`config.mk`:
```
export PLATFORM = sky130hd
export DESIGN_NAME = iso9660_date_to_unix_time
export DESIGN_NICKNAME = d
export VERILOG_FILES = /design/src/design/i9dtu_pkg.sv /design/src/design/i9dtu_decode.sv /design/src/design/iso9660_date_to_unix_time.sv
export SDC_FILE = /design/constraint.sdc
export NUM_CORES = 2
export LEC_CHECK = 0
export BUFFER_PORTS_ARGS = -buffer_cell sky130_fd_sc_hd__buf_2
export CORE_MARGIN = 2
export CORE_UTILIZATION = 60
export CTS_CLUSTER_SIZE = 20
export DETAILED_ROUTE_END_ITERATION = 10
export GPL_TIMING_DRIVEN = 0
export MAX_ROUTING_LAYER = met4
export PLACE_DENSITY = 0.8
export SYNTH_ARGS = -nofsm -noshare
export SYNTH_HDL_FRONTEND = slang
export SYNTH_SLANG_ARGS = --single-unit
```
`constraint.sdc`:
```
create_clock -name clk_i -period 9.7 [get_ports clk_i]
set_input_delay 0.485 -clock clk_i [delete_from_list [all_inputs] [get_ports clk_i]]
set_output_delay 0.485 -clock clk_i [all_outputs]
set_load 0.005 [all_outputs]
```
`src/design/i9dtu_pkg.sv`:
```
// ----------------------------------------------------------------------------
// i9dtu_pkg
// Shared types and constants for the ISO 9660 date to Unix time converter.
// ----------------------------------------------------------------------------
package i9dtu_pkg;

  localparam int YEAR_W  = 19;  // calendar year, ASCII digits may go negative
  localparam int PART_W  = 13;  // month, day, hour, minute, second
  localparam int TZ_W    = 7;   // zone offset after the window check
  localparam int DIGIT_W = 9;   // ASCII byte minus '0'
  localparam int OUT_W   = 41;

  localparam int BASE_YEAR  = 1900;
  localparam int EPOCH_YEAR = 1970;
  localparam int TZ_LIMIT   = 52;
  localparam int ASCII_ZERO = 48;

  typedef enum logic {
    CMD_BINARY = 1'b0,
    CMD_ASCII  = 1'b1
  } cmd_e;

  typedef struct packed {
    logic signed [YEAR_W-1:0] year;
    logic signed [PART_W-1:0] month;
    logic signed [PART_W-1:0] day;
    logic signed [PART_W-1:0] hour;
    logic signed [PART_W-1:0] minute;
    logic signed [PART_W-1:0] second;
    logic signed [TZ_W-1:0]   tz;
  } date_t;

  // Days before the first of month m, indexed by m-1; last entry is a full year.
  localparam logic [8:0] MONTH_CUM [13] = '{
    9'd0, 9'd31, 9'd59, 9'd90, 9'd120, 9'd151, 9'd181,
    9'd212, 9'd243, 9'd273, 9'd304, 9'd334, 9'd365
  };

  // Months below one add nothing, months above twelve add a whole year.
  function automatic logic [8:0] month_base(input logic signed [PART_W-1:0] month);
    logic [3:0] idx;
    if (month <= 1) begin
      idx = 4'd0;
    end else if (month >= 13) begin
      idx = 4'd12;
    end else begin
      idx = 4'(month - 1);
    end
    return MONTH_CUM[idx];
  endfunction

endpackage

```
`src/design/i9dtu_decode.sv`:
```
// ----------------------------------------------------------------------------
// i9dtu_decode
// Pulls the date fields out of either the binary record or the ASCII
// descriptor text, and applies the zone window and the zone override.
// ----------------------------------------------------------------------------
module i9dtu_decode (
  input  logic                  cmd_i,
  input  logic [63:0]           date_chars_i,
  input  logic [47:0]           clock_chars_i,
  input  logic [7:0]            year_since_1900_i,
  input  logic [7:0]            month_num_i,
  input  logic [7:0]            day_num_i,
  input  logic [7:0]            hour_num_i,
  input  logic [7:0]            minute_num_i,
  input  logic [7:0]            second_num_i,
  input  logic signed [7:0]     zone_offset_i,
  input  logic                  ignore_tz_i,
  output i9dtu_pkg::date_t      date_o
);

  localparam int DW = i9dtu_pkg::DIGIT_W;
  localparam int PW = i9dtu_pkg::PART_W;
  localparam int YW = i9dtu_pkg::YEAR_W;

  // Non-digit characters are used as is: value lies in -48..207.
  function automatic logic signed [DW-1:0] digit(input logic [7:0] b);
    return $signed({1'b0, b}) - DW'(i9dtu_pkg::ASCII_ZERO);
  endfunction

  function automatic logic signed [PW-1:0] pair(input logic [7:0] hi, input logic [7:0] lo);
    logic signed [PW-1:0] h;
    logic signed [PW-1:0] l;
    h = PW'(digit(hi));
    l = PW'(digit(lo));
    return h * $signed(PW'(10)) + l;
  endfunction

  logic signed [YW-1:0] asc_year;
  logic signed [7:0]    tz_lim;
  logic                 tz_use;

  always_comb begin
    asc_year = YW'(digit(date_chars_i[63:56])) * $signed(YW'(1000))
             + YW'(digit(date_chars_i[55:48])) * $signed(YW'(100))
             + YW'(digit(date_chars_i[47:40])) * $signed(YW'(10))
             + YW'(digit(date_chars_i[39:32]));
  end

  assign tz_lim = 8'(i9dtu_pkg::TZ_LIMIT);
  assign tz_use = !ignore_tz_i && (zone_offset_i >= -tz_lim) && (zone_offset_i <= tz_lim);

  always_comb begin
    unique case (i9dtu_pkg::cmd_e'(cmd_i))
      i9dtu_pkg::CMD_BINARY: begin
        date_o.year   = $signed(YW'(i9dtu_pkg::BASE_YEAR)) + $signed(YW'(year_since_1900_i));
        date_o.month  = $signed(PW'(month_num_i));
        date_o.day    = $signed(PW'(day_num_i));
        date_o.hour   = $signed(PW'(hour_num_i));
        date_o.minute = $signed(PW'(minute_num_i));
        date_o.second = $signed(PW'(second_num_i));
      end
      i9dtu_pkg::CMD_ASCII: begin
        date_o.year   = asc_year;
        date_o.month  = pair(date_chars_i[31:24], date_chars_i[23:16]);
        date_o.day    = pair(date_chars_i[15:8], date_chars_i[7:0]);
        date_o.hour   = pair(clock_chars_i[47:40], clock_chars_i[39:32]);
        date_o.minute = pair(clock_chars_i[31:24], clock_chars_i[23:16]);
        date_o.second = pair(clock_chars_i[15:8], clock_chars_i[7:0]);
      end
    endcase
    date_o.tz = tz_use ? i9dtu_pkg::TZ_W'(zone_offset_i) : '0;
  end

endmodule

```
`src/design/iso9660_date_to_unix_time.sv`:
```
// ----------------------------------------------------------------------------
// iso9660_date_to_unix_time
// Throughput: one conversion per cycle unless the output stalls; seven register
// stages: decode, day of year, day count, x24, x60, x60 with zone, clamp.
// Reset: pipeline valid bits and ignore_timezone clear; data regs are not reset.
// Converts one ISO 9660 binary or ASCII timestamp to signed Unix seconds.
// ----------------------------------------------------------------------------
module iso9660_date_to_unix_time (
  input  logic                     clk_i,
  input  logic                     rst_ni,
  input  logic                     cfg_valid_i,
  output logic                     cfg_ready_o,
  input  logic                     cfg_data_i,
  input  logic                     in_valid_i,
  output logic                     in_ready_o,
  input  logic                     cmd_i,
  input  logic [63:0]              date_chars_i,
  input  logic [47:0]              clock_chars_i,
  input  logic [7:0]               year_since_1900_i,
  input  logic [7:0]               month_num_i,
  input  logic [7:0]               day_num_i,
  input  logic [7:0]               hour_num_i,
  input  logic [7:0]               minute_num_i,
  input  logic [7:0]               second_num_i,
  input  logic signed [7:0]        zone_offset_i,
  output logic                     out_valid_o,
  input  logic                     out_ready_i,
  output logic signed [40:0]       unix_time_o
);

  localparam int PW    = i9dtu_pkg::PART_W;
  localparam int YW    = i9dtu_pkg::YEAR_W;
  localparam int OW    = i9dtu_pkg::OUT_W;
  localparam int Y_W   = 18;  // years since 1970, non-negative
  localparam int TZS_W = 17;  // zone offset in seconds
  localparam int DAY_W = 28;
  localparam int HR_W  = 32;
  localparam int MN_W  = 38;
  localparam int SC_W  = 44;
  localparam int NSTG  = 7;

  localparam logic signed [SC_W-1:0] OUT_MAX = SC_W'((64'sd1 <<< (OW - 1)) - 64'sd1);
  localparam logic signed [SC_W-1:0] OUT_MIN = -SC_W'(64'sd1 <<< (OW - 1));

  // ---------------------------------------------------------------- config
  logic ignore_tz_q;

  assign cfg_ready_o = 1'b1;

  always_ff @(posedge clk_i or negedge rst_ni) begin
    if (!rst_ni) begin
      ignore_tz_q <= 1'b0;
    end else if (cfg_valid_i && cfg_ready_o) begin
      ignore_tz_q <= cfg_data_i;
    end
  end

  // ---------------------------------------------------------------- flow control
  logic [NSTG:1] v_q, v_d, en, v_in;

  // A stage loads when it is empty or the stage after it loads.
  always_comb begin
    en[NSTG] = !v_q[NSTG] || out_ready_i;
    for (int k = NSTG - 1; k >= 1; k--) begin
      en[k] = !v_q[k] || en[k+1];
    end
  end

  assign v_in = {v_q[NSTG-1:1], in_valid_i};
  assign v_d  = (en & v_in) | (~en & v_q);

  always_ff @(posedge clk_i or negedge rst_ni) begin
    if (!rst_ni) begin
      v_q <= '0;
    end else begin
      v_q <= v_d;
    end
  end

  assign in_ready_o  = en[1];
  assign out_valid_o = v_q[NSTG];

  // ---------------------------------------------------------------- stage 1: decode
  i9dtu_pkg::date_t dec, s1_q;

  i9dtu_decode u_decode (
    .cmd_i             (cmd_i),
    .date_chars_i      (date_chars_i),
    .clock_chars_i     (clock_chars_i),
    .year_since_1900_i (year_since_1900_i),
    .month_num_i       (month_num_i),
    .day_num_i         (day_num_i),
    .hour_num_i        (hour_num_i),
    .minute_num_i      (minute_num_i),
    .second_num_i      (second_num_i),
    .zone_offset_i     (zone_offset_i),
    .ignore_tz_i       (ignore_tz_q),
    .date_o            (dec)
  );

  always_ff @(posedge clk_i) begin
    if (en[1]) s1_q <= dec;
  end

  // ---------------------------------------------------------------- stage 2: year offset, day of year
  logic signed [YW-1:0]    yr_off;
  logic                    leap_d;
  logic [8:0]              mbase;
  logic [Y_W-1:0]          s2_y_q;
  logic                    s2_neg_q;
  logic signed [PW-1:0]    s2_dpart_q, s2_dpart_d;
  logic signed [PW-1:0]    s2_hour_q, s2_min_q, s2_sec_q;
  logic signed [TZS_W-1:0] s2_tzs_q, s2_tzs_d;

  always_comb begin
    yr_off     = s1_q.year - $signed(YW'(i9dtu_pkg::EPOCH_YEAR));
    // (y+2) divisible by four, past February
    leap_d     = (yr_off[1:0] == 2'd2) && (s1_q.month > 2);
    mbase      = i9dtu_pkg::month_base(s1_q.month);
    s2_dpart_d = $signed(PW'(mbase)) + $signed(PW'(leap_d)) + s1_q.day - $signed(PW'(1));
    s2_tzs_d   = $signed(TZS_W'(s1_q.tz)) * $signed(TZS_W'(900));
  end

  always_ff @(posedge clk_i) begin
    if (en[2]) begin
      s2_y_q     <= yr_off[Y_W-1:0];
      s2_neg_q   <= yr_off[YW-1];
      s2_dpart_q <= s2_dpart_d;
      s2_hour_q  <= s1_q.hour;
      s2_min_q   <= s1_q.minute;
      s2_sec_q   <= s1_q.second;
      s2_tzs_q   <= s2_tzs_d;
    end
  end

  // ---------------------------------------------------------------- stage 3: day count
  logic [Y_W-1:0]          leap_cnt;
  logic signed [DAY_W-1:0] s3_days_q, s3_days_d;
  logic                    s3_neg_q;
  logic signed [PW-1:0]    s3_hour_q, s3_min_q, s3_sec_q;
  logic signed [TZS_W-1:0] s3_tzs_q;

  always_comb begin
    leap_cnt  = (s2_y_q > Y_W'(2)) ? ((s2_y_q + Y_W'(1)) >> 2) : '0;
    s3_days_d = $signed(DAY_W'(s2_y_q)) * $signed(DAY_W'(365))
              + $signed(DAY_W'(leap_cnt)) + DAY_W'(s2_dpart_q);
  end

  always_ff @(posedge clk_i) begin
    if (en[3]) begin
      s3_days_q <= s3_days_d;
      s3_neg_q  <= s2_neg_q;
      s3_hour_q <= s2_hour_q;
      s3_min_q  <= s2_min_q;
      s3_sec_q  <= s2_sec_q;
      s3_tzs_q  <= s2_tzs_q;
    end
  end

  // ---------------------------------------------------------------- stage 4: hours
  logic signed [HR_W-1:0]  s4_hr_q;
  logic                    s4_neg_q;
  logic signed [PW-1:0]    s4_min_q, s4_sec_q;
  logic signed [TZS_W-1:0] s4_tzs_q;

  always_ff @(posedge clk_i) begin
    if (en[4]) begin
      s4_hr_q  <= HR_W'(s3_days_q) * $signed(HR_W'(24)) + HR_W'(s3_hour_q);
      s4_neg_q <= s3_neg_q;
      s4_min_q <= s3_min_q;
      s4_sec_q <= s3_sec_q;
      s4_tzs_q <= s3_tzs_q;
    end
  end

  // ---------------------------------------------------------------- stage 5: minutes
  logic signed [MN_W-1:0]  s5_mn_q;
  logic                    s5_neg_q;
  logic signed [PW-1:0]    s5_sec_q;
  logic signed [TZS_W-1:0] s5_tzs_q;

  always_ff @(posedge clk_i) begin
    if (en[5]) begin
      s5_mn_q  <= MN_W'(s4_hr_q) * $signed(MN_W'(60)) + MN_W'(s4_min_q);
      s5_neg_q <= s4_neg_q;
      s5_sec_q <= s4_sec_q;
      s5_tzs_q <= s4_tzs_q;
    end
  end

  // ---------------------------------------------------------------- stage 6: seconds, zone
  logic signed [SC_W-1:0] s6_sc_q;
  logic                   s6_neg_q;

  always_ff @(posedge clk_i) begin
    if (en[6]) begin
      s6_sc_q  <= SC_W'(s5_mn_q) * $signed(SC_W'(60)) + SC_W'(s5_sec_q) - SC_W'(s5_tzs_q);
      s6_neg_q <= s5_neg_q;
    end
  end

  // ---------------------------------------------------------------- stage 7: clamp
  logic signed [OW-1:0] res_d, res_q;

  always_comb begin
    priority if (s6_neg_q) begin
      res_d = '0;  // pre-1970 dates
    end else if (s6_sc_q > OUT_MAX) begin
      res_d = OUT_MAX[OW-1:0];
    end else if (s6_sc_q < OUT_MIN) begin
      res_d = OUT_MIN[OW-1:0];
    end else begin
      res_d = s6_sc_q[OW-1:0];
    end
  end

  always_ff @(posedge clk_i) begin
    if (en[7]) res_q <= res_d;
  end

  assign unix_time_o = res_q;

`ifndef SYNTH
  // Items in flight change only by transfers at the two ends.
  a_occupancy: assert property (@(posedge clk_i) disable iff (!rst_ni)
    $past(rst_ni) |->
      ($countones(v_q) == $past($countones(v_q))
                        + int'($past(in_valid_i && in_ready_o))
                        - int'($past(out_valid_o && out_ready_i))))
    else $error("pipeline occupancy mismatch");

  // An empty output stage never backpressures the input.
  a_no_false_stall: assert property (@(posedge clk_i) disable iff (!rst_ni)
    !out_valid_o |-> in_ready_o)
    else $error("input stalled with empty output stage");

  // Under output stall the input only waits when every stage is full.
  a_bubble_fill: assert property (@(posedge clk_i) disable iff (!rst_ni)
    !out_ready_i |-> (in_ready_o == !(&v_q)))
    else $error("bubble not collapsed under output stall");
`endif

endmodule
```
==> impl_metrics.env <==
export IMPL_seqCellArea_sq_um=14800
export IMPL_critPathMaxStageDelay_ns=0.52
export IMPL_cp_arrival_ns=8.07
export IMPL_end_kind="register"
export IMPL_io_buffer_count=217
export IMPL_clk_latency_ns=0.64
export IMPL_fin_area_sq_um=52200
export IMPL_coreArea_sq_um=78700
export IMPL_multi_input_area_sq_um=29300
export IMPL_slowest_stage="fa_1"
export IMPL_grt_start_max_net_pins=74
export IMPL_drc=0
export IMPL_num_vias=32200
export IMPL_drt_initial_drc_count=1566
export IMPL_dpl_cell_area_sq_um=50300
export IMPL_layout_area_overhead_vs_synth_pct=9.82
export IMPL_die_height_microns=285
export IMPL_slew_violations=0
export IMPL_cts_root_buf="clkbuf_16"
export IMPL_worstPathMaxFanout=6
export IMPL_cts_buffer_depth=3
export IMPL_initial_core_util_pct=60.3
export IMPL_cts_setup_buffers=0
export IMPL_place_congestion=0.916
export IMPL_ys_seq_elements=495
export IMPL_syn_instance_count=4511
export IMPL_grt_overflow_total=0
export IMPL_htree_levels=2
export IMPL_finClkSkew_ns=0.0229
export IMPL_die_area_sq_um=81400
export IMPL_postRouteAntennaNets=0
export IMPL_status="completed"
export IMPL_use_met1_pct=27.2
export IMPL_grtUsageMet2_pct=42.6
export IMPL_fin_crit_ns=7.68
export IMPL_cts_sinks=495
export IMPL_ys_seq_area_share_pct=31.2
export IMPL_first_pass_iters=6
export IMPL_finalNetCount=6023
export IMPL_setup_violations=0
export IMPL_startpoint_type="register"
export IMPL_fin_crit_sh_pct=79.2
export IMPL_rsz0062_at_grt="false"
export IMPL_drt_vias_per_instance=5.46
export IMPL_synthArstFlopShare_pct=1.62
export IMPL_finalSetupTns_ns=0
export IMPL_yosysWarnings=0
export IMPL_post_drt_wl_per_cell_microns=15.5
export IMPL_fmax_ghz=0.130
export IMPL_avgSynthCellArea_sq_um=10.5
export IMPL_hp_class="in2reg"
export IMPL_required_ns=10.09
export IMPL_layout_drive_gt1_share_pct=8.15
export IMPL_dpl_hpwl_microns=72500
export IMPL_final_util_pct=66.3
export IMPL_path_delay_family="compound AO/OA/AOI/OAI gates"
export IMPL_netlist_area_sq_um=47500
export IMPL_maxCapViolCount=0
export IMPL_path_buf_inv=3
export IMPL_path_class="reg2reg"
export IMPL_slew_headroom_pct=36.3
export IMPL_met3_usage_pct=2.17
export IMPL_grt_pass1_vias=33100
export IMPL_worst_path_most_repeated_cell="a21oi_1"
export IMPL_synthFlopType="edfxtp_1"
export IMPL_synth_cell_types=83
export IMPL_io_pins=219
export IMPL_synth_edff_count=487
export IMPL_routed_wl_microns=91200
export IMPL_numCtsBuffers=54
export IMPL_grtUsageTotal_pct=23.4
export IMPL_antenna_found_initial=10
export IMPL_finalHoldViolCount=0
export IMPL_placementRows=103
export IMPL_tightestPinTransition_ns=0.955
export IMPL_grt_pass1_wl_microns=153000
export IMPL_die_x_microns=285
export IMPL_fillers=5742
export IMPL_clk_pin_slew_ns=0.07
export IMPL_busiest_layer="met2"
export IMPL_cts_tree="done"
[worst paths after layout]
check                      cells past startpoint        from  slack, ns                         end
max                                           27  s5_mn_q[4]       2.02                 s6_sc_q[39]
min                                            2  cfg_data_i       0.09                 ignore_tz_q
max reg2reg                                   27  s5_mn_q[4]       2.02                 s6_sc_q[39]
min reg2reg                                    0    s1_q[12]       0.40                 s2_sec_q[5]
max in group asynchronous                      2      rst_ni       9.16  asynchronous set/reset pin
min in group asynchronous                      2      rst_ni       0.28  asynchronous set/reset pin
[metrics by stage]
| step | worst slack (ns) | hold WS [ns] | std cells |
|---|---|---|---|
| 6_report | 2.02 | 0.0871 | 5901 |
| 5_1_grt | 1.45 | 0.0884 | 5901 |
| 4_1_cts | 2.02 | 0.0620 | 5895 |
| 3_5_place_dp | 2.12 | 0.357 | 5794 |
| 3_3_place_gp | -0.0670 | 0.339 | 5780 |
| 2_1_floorplan | 2.71 | 0.189 | 4513 |
[placed cells by master, fill, tap and decap left out, types with 142 or more instances in the layout]
master and instances:
a21oi_1 275, xnor2_1 289, fa_1 357, ha_1 690, edfxtp_1 487, buf_2 217
inv_1 883, a21o_1 142, nor2_1 159, o21ai_0 193
[cells by family (layout without fill, tap and decap cells)]
kind of cell               after synthesis  after routing  synth area share, %
xor gates and xnor gates               422            422                 7.81
AOI/OAI and AO/OA                      932            932                 12.7
and+or+nand+nor                        661            661                 6.96
buffers and inverters                  916           1248                 7.26
other                                    1              9              0.00789
DFF                                    495            495                 31.2
muxes                                   37             37                0.861
adders and majority gates             1047           1047                 33.2
[cells in the mapped netlist (all sizes together), types with 26 or more instances]
cell type,count,area share (%)
a21boi,28,0.44
mux2,31,0.73
o21ai,197,2.1
xor2,132,2.4
nand2b,46,0.61
a21oi,276,2.9
nand2,134,1.1
o21bai,37,0.58
a21o,142,2.2
xnor2,289,5.3
nor2,159,1.3
and3,35,0.47
inv,885,7.0
nand3,48,0.51
nor3,86,0.91
a31oi,27,0.36
fa,357,15
clkbuf,26,0.21
edfxtp,487,31
o21a,80,1.3
nor2b,40,0.53
ha,690,18
[layout make-up]
cell class / count / area share [%]
Antenna cell: 6 / 0.0288
Buffer: 31 / 0.245
Clock buffer: 60 / 2.63
Clock inverter: 40 / 0.964
Inverter: 885 / 6.37
Multi-Input combinational cell: 3102 / 56.1
Sequential cell: 495 / 28.4
Tap cell: 1050 / 2.52
Timing Repair Buffer: 232 / 2.71
[sequential cells by signal, indices dropped and copies added (netlist names), 13 cells and up, named ones only]
| name | count |
|---|---|
| s4_sec_q | 13 |
| s4_tzs_q | 15 |
| s2_min_q | 13 |
| s2_sec_q | 13 |
| s4_min_q | 13 |
| s3_min_q | 13 |
| s3_days_q | 28 |
| unix_time_o | 41 |
| s2_tzs_q | 15 |
| s2_dpart_q | 13 |
| s5_sec_q | 13 |
| s2_hour_q | 13 |
| s1_q | 91 |
| s3_hour_q | 13 |
| s4_hr_q | 32 |
| s3_sec_q | 13 |
| s3_tzs_q | 15 |
| s5_mn_q | 38 |
| s6_sc_q | 44 |
| s2_y_q | 18 |
| s5_tzs_q | 15 |
[routing by layer]
metal | vias up | share of wire (%)
li1 | 16000 | -
met1 | 15400 | 41
met2 | 640 | 52
met3 | 191 | 3.4
met4 | 0 | 2.9
met5 | - | 0
[worst register-to-register path, stage by stage (launching register included)]
cell	delay, ns
edfxtp_1	0.49
ha_1	0.36
fa_1	0.52
inv_1	0.06
fa_1	0.50
inv_1	0.05
ha_1	0.35
a21o_1	0.18
a21oi_1	0.27
inv_1	0.06
o21ai_0	0.33
a211oi_1	0.20
a221oi_1	0.47
o21ai_0	0.19
a21o_1	0.22
a21oi_1	0.17
xnor2_1	0.15
fa_1	0.44
ha_1	0.39
a21oi_1	0.18
o21bai_1	0.08
a21oi_1	0.26
o221a_2	0.22
o21ai_0	0.18
a31oi_1	0.51
o21ai_0	0.17
a21oi_1	0.20
xnor2_1	0.25
[what timing repair did]
item,CTS,global route
hold endpoints to repair,8,0
hold buffers,1,0
resized for setup,0,0
Power is left out: the tool's default activity adds up to more than one toggle a clock period on the data nets, which glitch-free logic cannot reach.
